--- src/mlfq_pkg.sv ---
`default_nettype none
package mlfq_pkg;

  localparam int unsigned OP_W = 3;
  localparam int unsigned TID_W = 5;
  localparam int unsigned ELAPSED_W = 16;
  localparam int unsigned SLICE_W = 10;
  localparam int unsigned STATUS_W = 2;
  localparam int unsigned SLICE_LEFT_W = 18;

  localparam logic [OP_W-1:0] OP_CREATE = 3'd0;
  localparam logic [OP_W-1:0] OP_YIELD = 3'd1;
  localparam logic [OP_W-1:0] OP_TIMEOUT = 3'd2;
  localparam logic [OP_W-1:0] OP_EXIT = 3'd3;
  localparam logic [OP_W-1:0] OP_BLOCK = 3'd4;
  localparam logic [OP_W-1:0] OP_WAKE = 3'd5;

  localparam logic [STATUS_W-1:0] ST_OK = 2'd0;
  localparam logic [STATUS_W-1:0] ST_FULL = 2'd1;
  localparam logic [STATUS_W-1:0] ST_BAD_WAKE = 2'd2;

  localparam logic [1:0] RUN_READY = 2'd0;
  localparam logic [1:0] RUN_BLOCKED = 2'd1;
  localparam logic [1:0] RUN_EXITED = 2'd2;

  // One decoded request passed from the front end to the back end.
  typedef struct packed {
    logic [OP_W-1:0]      op;
    logic [TID_W-1:0]     thread_id;
    logic [ELAPSED_W-1:0] elapsed_ms;
  } req_t;

endpackage
`default_nettype wire

--- src/mlfq_thread_scheduler.sv ---
// Channel  | Signals                                              | Flow
// config   | cfg_we, cfg_index, cfg_data                          | write, no wait
// request  | start, busy, op, thread_id, elapsed_ms               | start && !busy
// result   | done, running_tid, running_valid, switched,          | one-cycle strobe
//          | created_tid, grant_ms, status                        |
// From acceptance to its done strobe a request passes through the back end's update
// and, where needed, a choice, one queue memory read and the report.
// A two-entry request queue lets start be taken while the back end works.
// Reset is synchronous; after it thread 0 runs at level 0 with a full slice.
// The result receiver cannot stall; each result is shown for one cycle.
`default_nettype none
module mlfq_thread_scheduler #(
  parameter int unsigned LEVELS = 8,
  parameter int unsigned MAX_THREADS = 32
) (
  input  wire logic                          clk,
  input  wire logic                          rst,
  input  wire logic                          cfg_we,
  input  wire logic                          cfg_index,
  input  wire logic [mlfq_pkg::SLICE_W-1:0]   cfg_data,
  input  wire logic                          start,
  output logic                               busy,
  input  wire logic [mlfq_pkg::OP_W-1:0]      op,
  input  wire logic [mlfq_pkg::TID_W-1:0]     thread_id,
  input  wire logic [mlfq_pkg::ELAPSED_W-1:0] elapsed_ms,
  output logic                               done,
  output logic [mlfq_pkg::TID_W-1:0]          running_tid,
  output logic                               running_valid,
  output logic                               switched,
  output logic [mlfq_pkg::TID_W-1:0]          created_tid,
  output logic [mlfq_pkg::SLICE_W-1:0]        grant_ms,
  output logic [mlfq_pkg::STATUS_W-1:0]       status
);

  logic                          policy_mode;
  logic [mlfq_pkg::SLICE_W-1:0]  slice_ms;
  logic                          req_valid;
  mlfq_pkg::req_t                req;
  logic                          req_take;
  logic                          back_idle;

  // Configuration registers.
  always_ff @(posedge clk) begin
    if (rst) begin
      policy_mode <= 1'b1;
      slice_ms <= mlfq_pkg::SLICE_W'(10);
    end else if (cfg_we) begin
      if (cfg_index == 1'b0) policy_mode <= cfg_data[0];
      else slice_ms <= cfg_data;
    end
  end

  mlfq_front #(.QDEPTH(2)) u_front (
    .clk, .rst, .start, .op, .thread_id, .elapsed_ms,
    .busy, .req_valid, .req, .req_take
  );

  mlfq_back #(.LEVELS(LEVELS), .MAX_THREADS(MAX_THREADS)) u_back (
    .clk, .rst, .policy_mode, .slice_ms, .req_valid, .req, .req_take,
    .idle(back_idle), .done, .running_tid, .running_valid, .switched,
    .created_tid, .grant_ms, .status
  );

  a_done_from_work: assert property (@(posedge clk) disable iff (rst)
    done |-> back_idle) else $error("result while back end busy");
  a_take_needs_req: assert property (@(posedge clk) disable iff (rst)
    req_take |-> req_valid) else $error("take without request");
  a_status_range: assert property (@(posedge clk) disable iff (rst)
    done |-> status != 2'd3) else $error("bad status code");

endmodule
`default_nettype wire

--- src/mlfq_front.sv ---
`default_nettype none
module mlfq_front #(
  parameter int unsigned QDEPTH = 2
) (
  input  wire logic                          clk,
  input  wire logic                          rst,
  input  wire logic                          start,
  input  wire logic [mlfq_pkg::OP_W-1:0]      op,
  input  wire logic [mlfq_pkg::TID_W-1:0]     thread_id,
  input  wire logic [mlfq_pkg::ELAPSED_W-1:0] elapsed_ms,
  output logic                               busy,
  output logic                               req_valid,
  output mlfq_pkg::req_t                     req,
  input  wire logic                          req_take
);

  localparam int unsigned PW = (QDEPTH > 1) ? $clog2(QDEPTH) : 1;
  localparam int unsigned CW = $clog2(QDEPTH + 1);

  mlfq_pkg::req_t   fifo [QDEPTH];
  logic [PW-1:0]    wr_ptr;
  logic [PW-1:0]    rd_ptr;
  logic [CW-1:0]    count;
  logic             push;
  logic             pop;

  assign busy = (count == CW'(QDEPTH));
  assign push = start && !busy;
  assign req_valid = (count != '0);
  assign pop = req_valid && req_take;
  assign req = fifo[rd_ptr];

  // Requests are queued in arrival order for the back end.
  always_ff @(posedge clk) begin
    if (rst) begin
      wr_ptr <= '0;
      rd_ptr <= '0;
      count <= '0;
    end else begin
      if (push) begin
        wr_ptr <= (wr_ptr == PW'(QDEPTH - 1)) ? '0 : wr_ptr + 1'b1;
      end
      if (pop) begin
        rd_ptr <= (rd_ptr == PW'(QDEPTH - 1)) ? '0 : rd_ptr + 1'b1;
      end
      count <= count + CW'(push) - CW'(pop);
    end
    if (push) begin
      fifo[wr_ptr] <= '{op: op, thread_id: thread_id, elapsed_ms: elapsed_ms};
    end
  end

  a_no_push_full: assert property (@(posedge clk) disable iff (rst)
    busy |-> !push) else $error("push into full queue");
  a_count_bound: assert property (@(posedge clk) disable iff (rst)
    count <= CW'(QDEPTH)) else $error("queue count overflow");
  a_pop_valid: assert property (@(posedge clk) disable iff (rst)
    pop |-> count != '0) else $error("pop from empty queue");

endmodule
`default_nettype wire

--- src/mlfq_back.sv ---
`default_nettype none
module mlfq_back #(
  parameter int unsigned LEVELS = 8,
  parameter int unsigned MAX_THREADS = 32
) (
  input  wire logic                          clk,
  input  wire logic                          rst,
  input  wire logic                          policy_mode,
  input  wire logic [mlfq_pkg::SLICE_W-1:0]   slice_ms,
  input  wire logic                          req_valid,
  input  wire mlfq_pkg::req_t                req,
  output logic                               req_take,
  output logic                               idle,
  output logic                               done,
  output logic [mlfq_pkg::TID_W-1:0]          running_tid,
  output logic                               running_valid,
  output logic                               switched,
  output logic [mlfq_pkg::TID_W-1:0]          created_tid,
  output logic [mlfq_pkg::SLICE_W-1:0]        grant_ms,
  output logic [mlfq_pkg::STATUS_W-1:0]       status
);

  localparam int unsigned LW = (LEVELS > 1) ? $clog2(LEVELS) : 1;
  localparam int unsigned TW = $clog2(MAX_THREADS);
  localparam int unsigned NW = $clog2(MAX_THREADS + 1);
  localparam int unsigned SW = mlfq_pkg::SLICE_LEFT_W;
  localparam int unsigned MW = LW + TW;

  typedef enum logic [2:0] {
    S_IDLE, S_EXEC, S_CHOOSE, S_READ, S_POP, S_FIN
  } state_t;

  state_t                   state;
  mlfq_pkg::req_t           cur;
  logic                     pol;

  // Ready queue storage, one row per level.
  logic [TW-1:0]            qmem [LEVELS * MAX_THREADS];
  logic [TW-1:0]            qrd;
  logic [TW-1:0]            q_head [LEVELS];
  logic [TW-1:0]            q_tail [LEVELS];
  logic [NW-1:0]            q_count [LEVELS];

  // Per-thread state.
  logic [LW-1:0]            t_level [MAX_THREADS];
  logic signed [SW-1:0]     t_slice [MAX_THREADS];
  logic [1:0]               t_run [MAX_THREADS];

  logic [TW-1:0]            cur_tid;
  logic                     cur_valid;
  logic [NW-1:0]            total;
  logic [TW-1:0]            old_tid;
  logic                     old_valid;
  logic [TW-1:0]            created;
  logic [mlfq_pkg::STATUS_W-1:0] st;
  logic [LW-1:0]            pop_lvl;

  logic                     found;
  logic [LW-1:0]            first_lvl;
  logic [LW-1:0]            lvl_bump;
  logic signed [SW-1:0]     charged;
  logic [LW-1:0]            cur_level;

  assign req_take = (state == S_IDLE) && req_valid;
  assign idle = (state == S_IDLE);
  assign cur_level = t_level[cur_tid];

  // First non-empty level, over the LEVELS count flags.
  always_comb begin
    found = 1'b0;
    first_lvl = '0;
    for (int i = LEVELS - 1; i >= 0; i--) begin
      if (q_count[i] != '0) begin
        found = 1'b1;
        first_lvl = LW'(i);
      end
    end
  end

  // Level after an optional timeout demotion, and the charged slice.
  always_comb begin
    lvl_bump = cur_level;
    if (cur.op == mlfq_pkg::OP_TIMEOUT && cur_level < LW'(LEVELS - 1)) begin
      lvl_bump = cur_level + 1'b1;
    end
    charged = t_slice[cur_tid] - SW'(cur.elapsed_ms);
  end

  // Queue memory read port.
  always_ff @(posedge clk) begin
    qrd <= qmem[MW'({pop_lvl, q_head[pop_lvl]})];
  end

  // Sequencer: execute, choose, read, pop, report.
  always_ff @(posedge clk) begin
    logic [LW-1:0] pl;
    logic          do_push;
    logic [TW-1:0] ptid;
    logic          do_choose;
    state_t        nxt;
    pl = '0;
    do_push = 1'b0;
    ptid = '0;
    do_choose = 1'b0;
    nxt = state;
    if (rst) begin
      state <= S_IDLE;
      done <= 1'b0;
      cur_tid <= '0;
      cur_valid <= 1'b1;
      total <= NW'(1);
      pol <= 1'b0;
      pop_lvl <= '0;
      for (int i = 0; i < LEVELS; i++) begin
        q_head[i] <= '0;
        q_tail[i] <= '0;
        q_count[i] <= '0;
      end
      for (int i = 0; i < MAX_THREADS; i++) begin
        t_level[i] <= '0;
        t_run[i] <= mlfq_pkg::RUN_READY;
        t_slice[i] <= (i == 0) ? SW'(slice_ms) : '0;
      end
    end else begin
      done <= 1'b0;
      unique case (state)
        S_IDLE: begin
          if (req_valid) begin
            cur <= req;
            pol <= policy_mode;
            old_tid <= cur_tid;
            old_valid <= cur_valid;
            created <= '0;
            st <= mlfq_pkg::ST_OK;
            nxt = S_EXEC;
          end
        end
        S_EXEC: begin
          nxt = S_FIN;
          priority case (cur.op)
            mlfq_pkg::OP_CREATE: begin
              if (total >= NW'(MAX_THREADS)) begin
                st <= mlfq_pkg::ST_FULL;
              end else begin
                created <= TW'(total);
                t_level[TW'(total)] <= '0;
                t_slice[TW'(total)] <= SW'(slice_ms);
                t_run[TW'(total)] <= mlfq_pkg::RUN_READY;
                total <= total + 1'b1;
                do_push = 1'b1;
                pl = '0;
                ptid = TW'(total);
                if (!cur_valid) nxt = S_CHOOSE;
              end
            end
            mlfq_pkg::OP_YIELD, mlfq_pkg::OP_TIMEOUT,
            mlfq_pkg::OP_EXIT, mlfq_pkg::OP_BLOCK: begin
              if (cur_valid) begin
                if (cur.op == mlfq_pkg::OP_EXIT) begin
                  t_run[cur_tid] <= mlfq_pkg::RUN_EXITED;
                  cur_valid <= 1'b0;
                end
                if (cur.op == mlfq_pkg::OP_BLOCK) begin
                  t_run[cur_tid] <= mlfq_pkg::RUN_BLOCKED;
                  cur_valid <= 1'b0;
                end
                if (lvl_bump < LW'(LEVELS - 1) && charged <= 0) begin
                  t_level[cur_tid] <= lvl_bump + 1'b1;
                  t_slice[cur_tid] <= SW'(slice_ms);
                end else begin
                  t_level[cur_tid] <= lvl_bump;
                  if (lvl_bump < LW'(LEVELS - 1)) t_slice[cur_tid] <= charged;
                end
              end
              nxt = S_CHOOSE;
            end
            mlfq_pkg::OP_WAKE: begin
              if (NW'(cur.thread_id) >= total
                  || t_run[TW'(cur.thread_id)] != mlfq_pkg::RUN_BLOCKED) begin
                st <= mlfq_pkg::ST_BAD_WAKE;
              end else begin
                t_run[TW'(cur.thread_id)] <= mlfq_pkg::RUN_READY;
                do_push = 1'b1;
                pl = pol ? t_level[TW'(cur.thread_id)] : '0;
                ptid = TW'(cur.thread_id);
                if (!cur_valid) nxt = S_CHOOSE;
              end
            end
            default: begin
            end
          endcase
        end
        S_CHOOSE: begin
          nxt = S_FIN;
          if (pol) begin
            if (found) begin
              if (!cur_valid || first_lvl <= cur_level) begin
                if (cur_valid) begin
                  do_push = 1'b1;
                  pl = cur_level;
                  ptid = cur_tid;
                end
                do_choose = 1'b1;
                pop_lvl <= first_lvl;
              end
            end
          end else if (q_count[0] != '0) begin
            if (cur_valid) begin
              do_push = 1'b1;
              pl = '0;
              ptid = cur_tid;
            end
            do_choose = 1'b1;
            pop_lvl <= '0;
          end
          if (do_choose) nxt = S_READ;
        end
        S_READ: begin
          // The head entry of the chosen level is registered at the end of this cycle.
          nxt = S_POP;
        end
        S_POP: begin
          // The registered head entry becomes the running thread.
          nxt = S_FIN;
          cur_tid <= qrd;
          cur_valid <= 1'b1;
          q_head[pop_lvl] <= (q_head[pop_lvl] == TW'(MAX_THREADS - 1))
                             ? '0 : q_head[pop_lvl] + 1'b1;
          q_count[pop_lvl] <= q_count[pop_lvl] - 1'b1;
        end
        S_FIN: begin
          done <= 1'b1;
          nxt = S_IDLE;
        end
        default: nxt = S_IDLE;
      endcase
      state <= nxt;
      if (do_push && q_count[pl] < NW'(MAX_THREADS)) begin
        q_tail[pl] <= (q_tail[pl] == TW'(MAX_THREADS - 1)) ? '0 : q_tail[pl] + 1'b1;
        q_count[pl] <= q_count[pl] + 1'b1;
      end
    end
    if (!rst && do_push && q_count[pl] < NW'(MAX_THREADS)) begin
      qmem[MW'({pl, q_tail[pl]})] <= ptid;
    end
  end

  // Result fields, presented with the done strobe.
  always_comb begin
    logic signed [SW-1:0] s;
    s = t_slice[cur_tid];
    running_tid = cur_valid ? mlfq_pkg::TID_W'(cur_tid) : '0;
    running_valid = cur_valid;
    switched = (old_valid != cur_valid) || (cur_valid && old_tid != cur_tid);
    created_tid = mlfq_pkg::TID_W'(created);
    status = st;
    if (!cur_valid || s < 0) grant_ms = '0;
    else if (s > 1023) grant_ms = '1;
    else grant_ms = mlfq_pkg::SLICE_W'(s);
  end

  a_take_idle: assert property (@(posedge clk) disable iff (rst)
    req_take |=> state == S_EXEC) else $error("request not started");
  a_done_one: assert property (@(posedge clk) disable iff (rst)
    done |=> !done) else $error("double result");
  a_pop_nonempty: assert property (@(posedge clk) disable iff (rst)
    state == S_POP |-> q_count[pop_lvl] != '0) else $error("pop from empty level");

endmodule
`default_nettype wire

--- config.mk ---
export PLATFORM = sky130hd
export DESIGN_NAME = mlfq_thread_scheduler
export DESIGN_NICKNAME = d
export VERILOG_FILES = /design/src/mlfq_pkg.sv /design/src/mlfq_thread_scheduler.sv /design/src/mlfq_front.sv /design/src/mlfq_back.sv
export SDC_FILE = /design/constraint.sdc
export NUM_CORES = 2
export LEC_CHECK = 0
export BUFFER_PORTS_ARGS = -buffer_cell sky130_fd_sc_hd__buf_4
export CELL_PAD_IN_SITES_DETAIL_PLACEMENT = 2
export CELL_PAD_IN_SITES_GLOBAL_PLACEMENT = 2
export CORE_ASPECT_RATIO = 1.75
export CORE_MARGIN = 10
export CORE_UTILIZATION = 49
export DETAILED_ROUTE_END_ITERATION = 8
export PLACE_DENSITY_LB_ADDON = 0.1
export SLEW_MARGIN = 0
export SYNTH_ARGS = -nofsm -noshare
export SYNTH_HDL_FRONTEND = slang
export SYNTH_SLANG_ARGS = --single-unit
--- constraint.sdc ---
create_clock -name clk -period 28.4 [get_ports clk]
set_input_delay 2.84 -clock clk [delete_from_list [all_inputs] [get_ports clk]]
set_output_delay 2.84 -clock clk [all_outputs]
set_load 0.005 [all_outputs]
; ---- Word-level counts from Yosys, hierarchy flattened
; Memory sizes are Yosys's and may differ from the RTL's. A register that Yosys moved wholly into a read port is not among the register bits.
; Cells that the tools add are included.
[op_classes]
eq_ne = 25
n_addsub = 12
reduce_logical = 51
order_cmp = 10
n_bitwise = 6
muxes = 181
[op_table]
columns = cell, count
row1 = $mux W5, 26
row2 = $mux W3, 38
row3 = $mux W1, 92
row4 = $mux W18, 3
row5 = $reduce_bool A6 Y1, 8
row6 = $reduce_or A18 Y1, 2
row7 = $pmux W5 S2, 3
row8 = $mux W10, 2
row9 = $gt A18 B11 Y1 const B, 1
row10 = $le A18 B1 Y1 const B, 1
row11 = $lt A18 B1 Y1 const B, 1
row12 = $sub A18 B16 Y18, 1
row13 = $pmux W3 S5, 1
row14 = $mux W2, 7
row15 = $add A6 B1 Y6 const B, 2
row16 = $eq A3 B2 Y1 const B, 4
row17 = $eq A3 B3 Y1 const B, 4
row18 = $lt A6 B6 Y1 const B, 2
row19 = $mux W6, 2
row20 = $reduce_or A6 Y1, 2
row21 = $add A5 B1 Y5 const B, 2
row22 = $eq A5 B5 Y1 const B, 2
row23 = $ne A2 B2 Y1 const B, 5
row24 = $reduce_or A5 Y1, 2
row25 = other kinds (34), 72
[word_totals]
ram_bits = 2192
reg_bits = 48
mem_count = 8
[memory_table]
columns = memory, words, width, read_ports, rd_ports_with_merged_regs, wr, line_no
row1 = u_back.qmem, 256, 5, 1, 1, 1, mlfq_back.sv:38  ; logic [TW-1:0] qmem [LEVELS * MAX_THREADS];
row2 = u_back.t_slice, 32, 18, 1, 1, 32, mlfq_back.sv:46  ; logic signed [SW-1:0] t_slice [MAX_THREADS];
row3 = u_back.t_level, 32, 3, 2, 1, 32, mlfq_back.sv:45  ; logic [LW-1:0] t_level [MAX_THREADS];
row4 = u_back.t_run, 32, 2, 1, 0, 32, mlfq_back.sv:47  ; logic [1:0] t_run [MAX_THREADS];
row5 = u_back.q_count, 8, 6, 11, 1, 8, mlfq_back.sv:42  ; logic [NW-1:0] q_count [LEVELS];
row6 = u_front.fifo, 2, 24, 1, 1, 1, mlfq_front.sv:20  ; mlfq_pkg::req_t fifo [QDEPTH];
row7 = +2 memories, -, -, -, -, -, -

; ---- Longest topological paths before layout
; An unclocked memory read counts as a cell.
[depth]
word_depth = 24
mapped_depth = 30
ltp_nobuf = 22

; ---- Modules after synthesis
; Synthesis repeated with hierarchy kept, for this count alone.
[hier_totals]
cells_unflattened = 7740
hier_area_um2 = 99394.1
[by_module_without_submodules]
columns = module, instances, area_per_inst_um2, cells_per_inst
row1 = mlfq_back, 1, 96955.5, 7589
row2 = mlfq_front, 1, 1969.4, 102
row3 = mlfq_thread_scheduler, 1, 469.2, 49

; ---- Worst setup path before layout
; No wires, ideal clock.
[synth_timing]
path_type = reg2reg
start = reg (tool-made name)
end = mem u_back.qmem[0][3] (netlist name), data pin
arrival_ns = 9.308
n_path_buf = 5
period_less_slack_ns = 10.697
stages_incl_launch_ff = 20
slack_ns = 17.703
path_cell_list = dfxtp_1 -> buf_6 -> buf_6 -> buf_2 -> mux4_2 -> mux4_2 -> nand2_1 -> nand3_2 -> inv_1 -> ha_1 -> nor2b_1 -> o21ai_0 -> a32oi_1 -> a31oi_1 -> nor2b_1 -> clkbuf_1 -> and2_1 -> clkbuf_1 -> a21oi_1 -> nor2_1
[synth_lines]
columns = item, line_no
row1 = to (decl), mlfq_back.sv:38

==> results list <==
* Status: completed
* Commonest non-fill, non-tap cell in the layout: sky130_fd_sc_hd__edfxtp_1
* Most used routing layer: met2
* Final layout net count: 7625
- Portion of the clock cycle consumed by the worst path in the final layout: 0.353
- After detailed placement, the total cell area comes to 0.102 sq mm.
- Internal cell power: 5.65 mW
* Worst Setup Path Type: reg -> reg
* Data arrival at the endpoint of the critical path: 10.55 ns
- The most used flip-flop cell after synthesis is sky130_fd_sc_hd__edfxtp_1.
- Derived from the worst setup path, the maximum achievable clock frequency is 99.8 MHz.
- Port buffer count: 64
- Startpoint type of the worst setup path: flip-flop
- Peak supply drop: 0.0000591 V
- Top Ports: 65
* Warnings from Yosys: 0
- Area of the mapped netlist: 0.0989 sq mm
- The multi-input combinational cells in the finished layout cover a total of 0.0289 sq mm.
- From bottom edge to top edge, the die measures 614 um.
- EDFF count, synth: 2229
- Length of the first detailed-routing pass in iterations: 5
- Fin Clk Skew: 0.0674 ns
* Buffers inserted during post-CTS setup optimization: 0
* Cts bufs inserted: 215
- The sequential cells in the finished layout cover a total of 0.0679 sq mm.
- After clock tree synthesis, the flow added hold-fix buffers numbering 0.
* Static Leakage: 37.5 nW
- Clock network fraction of design power: 0.376
- Global-route wire length before repair: 529000 um
* DR DRC count: 0
- Tot GR Track Use: 0.323
- Clock Tree Buf Depth: 4
- Filler Cell Count: 18420
* Clock input transition at the sequential cells of the worst setup and hold paths: 0.07 ns
- After layout, the design draws a total of 7.76 mW.
- Core Area: 0.201 sq mm
- Cell at the root of the clock tree: sky130_fd_sc_hd__clkbuf_16
* Global routing usage on met1: 0.342
* Area Growth Syn to Fin: 10.3%
- Portion of the post-synthesis area used by sequential elements: 0.687
- Number of global-route vias before repair: 74998
- After routing the design area is 0.109 sq mm.
- After synthesis, the share of flip-flops with an asynchronous set or reset is 0.
- Worst EP required: 28.94 ns
- Largest net degree at the start of global routing: 180
- Number of H-tree levels: 4
- Pwr per Cell Area: 71.2 mW/mm^2
- Crit end category: flip-flop
- At the pin with the least slew margin, the transition time is 1.37 ns.
- Number of cells produced by synthesis: 7639
* Placed wire-length estimate: 227000 um
- In this run, the number of DRC markers left after iteration 0 of detailed routing was 6157.
- For the final routed database, the setup TNS stands at 0 ns.
- Top library cells by usage in the layout, fill and taps aside: sky130_fd_sc_hd__edfxtp_1 (2229), sky130_fd_sc_hd__nand2_1 (1546), sky130_fd_sc_hd__nor2_1 (1003)
- The tool flagged a number of max-cap violations equal to 0.
* Sequential fraction of design power: 0.490
- Final routed wirelength across all metal layers: 366000 um
- Placer's final routability congestion estimate: 0.861
* Crit path max fanout: 40
* Minimum clock period: 10.02 ns
- Library cells used by synthesis: 86
* Number of pins with negative max-slew slack in the final report: 0
- For this run, global-route usage on met3 was measured as 0.0409.
- Net Sw Power: 2.11 mW
- Part of the power in combinational logic: 0.134
* Synthesized area per cell: 12.9 sq um
* Antenna violations before repair: 6
* Row Count: 218
* Final hold violation count: 0
- Vias per Instance: 6.50
* Post-route ant nets: 0
- The final route contains 67312 vias.
- Share of layout cells above drive strength 1: 0.125
- Number of setup violations in the final report: 0
* Unrepaired setup endpoints after global routing: false
- The worst hold path passes through 2 cells.
- Measured against its own limit, the worst slew margin works out to 0.0785.
- Dividing the detail-routed wire length by the instance count gives 35.3 um.
* Insertion delay to the later sink of the worst-skew pair: 0.90 ns
- The initial utilization of the core area, before any placement, comes to 0.492.
* Clk sink count: 2277
* Clock tree from TritonCTS: built
- The tightest min-delay check is of the reg -> reg type.
* Final global-route overflow total: 0
- Switching Fraction: 0.272
* Cts repair resizes: 0
- Area of the die: 0.221 sq mm
- For the worst flop-to-flop path, the logic depth is 20.
- Post-synthesis sequential element count: 2277
- In the global route stage, met2 resource usage came out at 0.597.
- In this run the horizontal extent of the chip is 360 um.
-- cells in the mapped netlist, types with 10 or more instances --
| cell type | n | area (sq um) |
|---|---|---|
| sky130_fd_sc_hd__mux2_2 | 57 | 642 |
| sky130_fd_sc_hd__nand2b_1 | 32 | 200 |
| sky130_fd_sc_hd__and3_1 | 185 | 1160 |
| sky130_fd_sc_hd__buf_2 | 40 | 200 |
| sky130_fd_sc_hd__nand3_1 | 391 | 1960 |
| sky130_fd_sc_hd__nand2_1 | 1547 | 5810 |
| sky130_fd_sc_hd__a31oi_1 | 95 | 594 |
| sky130_fd_sc_hd__nor3_1 | 153 | 766 |
| sky130_fd_sc_hd__a21oi_1 | 147 | 736 |
| sky130_fd_sc_hd__o22ai_1 | 11 | 68.8 |
| sky130_fd_sc_hd__and2_1 | 33 | 206 |
| sky130_fd_sc_hd__nor3b_1 | 16 | 120 |
| sky130_fd_sc_hd__mux4_2 | 259 | 5830 |
| sky130_fd_sc_hd__a311oi_1 | 245 | 2150 |
| sky130_fd_sc_hd__dfxtp_1 | 48 | 961 |
| sky130_fd_sc_hd__ha_1 | 36 | 450 |
| sky130_fd_sc_hd__mux2i_1 | 95 | 951 |
| sky130_fd_sc_hd__or3_1 | 13 | 81.3 |
| sky130_fd_sc_hd__buf_1 | 41 | 154 |
| sky130_fd_sc_hd__clkbuf_1 | 491 | 1840 |
| sky130_fd_sc_hd__nor4_1 | 12 | 75.1 |
| sky130_fd_sc_hd__nor2b_1 | 34 | 213 |
| sky130_fd_sc_hd__nor2_2 | 30 | 188 |
| sky130_fd_sc_hd__a22oi_1 | 25 | 188 |
| sky130_fd_sc_hd__a21o_1 | 10 | 75.1 |
| sky130_fd_sc_hd__nor2_1 | 1010 | 3790 |
| sky130_fd_sc_hd__xor2_1 | 11 | 96.3 |
| sky130_fd_sc_hd__o31ai_1 | 19 | 143 |
| sky130_fd_sc_hd__nand3b_1 | 17 | 128 |
| sky130_fd_sc_hd__edfxtp_1 | 2229 | 66900 |
| sky130_fd_sc_hd__nand4_1 | 10 | 62.6 |
| sky130_fd_sc_hd__xnor2_1 | 24 | 210 |
| sky130_fd_sc_hd__inv_1 | 61 | 229 |
| sky130_fd_sc_hd__o21ai_0 | 64 | 320 |
-- worst max-delay path, cell delays in order, from the launching register on --
cell and delay [ns]:
sky130_fd_sc_hd__dfxtp_4 0.88, sky130_fd_sc_hd__buf_4 0.76, sky130_fd_sc_hd__buf_4 0.65, sky130_fd_sc_hd__mux4_2 0.62, sky130_fd_sc_hd__mux4_2 0.48, sky130_fd_sc_hd__mux2i_1 0.44, sky130_fd_sc_hd__inv_1 0.15, sky130_fd_sc_hd__ha_1 0.31
sky130_fd_sc_hd__nor2b_1 0.16, sky130_fd_sc_hd__o21ai_0 0.12, sky130_fd_sc_hd__a21boi_0 0.76, sky130_fd_sc_hd__nor2_1 0.27, sky130_fd_sc_hd__or4_1 0.52, sky130_fd_sc_hd__a2111o_1 0.47, sky130_fd_sc_hd__nor4_1 0.59, sky130_fd_sc_hd__nand4b_1 0.25
sky130_fd_sc_hd__a21oi_1 0.44, sky130_fd_sc_hd__nor4_4 0.09, sky130_fd_sc_hd__buf_4 0.29, sky130_fd_sc_hd__nand2_1 1.04, sky130_fd_sc_hd__nor2_1 0.18
-- kinds of logic (layout without fill, tap and decap cells) --
group	Yosys count	count (layout)	share of synthesized area
simple gates	3523	3523	0.153
flops	2277	2277	0.687
compound gates	708	708	0.0514
buf+inv	644	691	0.0256
mux	414	414	0.0756
fa+ha+maj	37	37	0.00476
xor+xnor	35	35	0.00310
other cells	1	33	0.0000379
-- flip-flops by register name (all words and copies together), names as in the netlist, 6 cells and up, named ones only --
name            flops
slice_ms           10
u_back.cur         24
u_back.q_count     48
u_back.q_head      40
u_back.q_tail      40
u_back.qmem      1280
u_back.t_level     96
u_back.t_run       64
u_back.t_slice    576
u_back.total        6
u_front.fifo       48
-- worst paths after layout --
kind / endpoint / slack [ns] / from
setup reg to reg: u_back.t_slice[6][14] / 18.38 / flip-flop
setup / recovery: u_back.t_slice[6][14] / 18.38 / flip-flop
hold / removal: slice_ms[0] / 0.51 / slice_ms[0]
hold reg to reg: slice_ms[0] / 0.51 / slice_ms[0]
-- power groups by stage --
stage | clock network, mW | logic (mW) | registers, mW
finish | 2.92 | 1.04 | 3.80
global route | 3.05 | 1.09 | 3.81
CTS | 2.94 | 1.03 | 3.80
detailed placement | 0 | 1.01 | 3.87
global placement | 0 | 0.964 | 3.86
floorplan | 0 | 0.615 | 3.83
-- metal layers --
layer,share of wire,up-vias
li1,-,27948
met2,0.54,2809
met5,0.00024,-
met4,0.073,10
met1,0.34,35429
met3,0.050,1116
-- area by class of cell --
cell class                      count  area share
Clock inverter                    115     0.00940
Sequential cell                  2277       0.623
Tap cell                         2640      0.0303
Clock buffer                      270      0.0527
Antenna cell                        1   0.0000230
Timing Repair Buffer              243      0.0177
Multi-Input combinational cell   4749       0.265
Inverter                           63     0.00233
-- stage by stage --
step	utilization	setup slack, ns	hold WS, ns	cells
2_1_floorplan	-	17.70	0.406	7670
3_3_place_gp	0.509	19.11	0.442	9971
3_5_place_dp	0.509	18.56	0.496	9971
4_1_cts	0.542	18.36	0.509	10356
5_1_grt	0.542	18.09	0.527	10358
6_report	0.542	18.38	0.511	10358
Power figures use the tool's default switching activity.
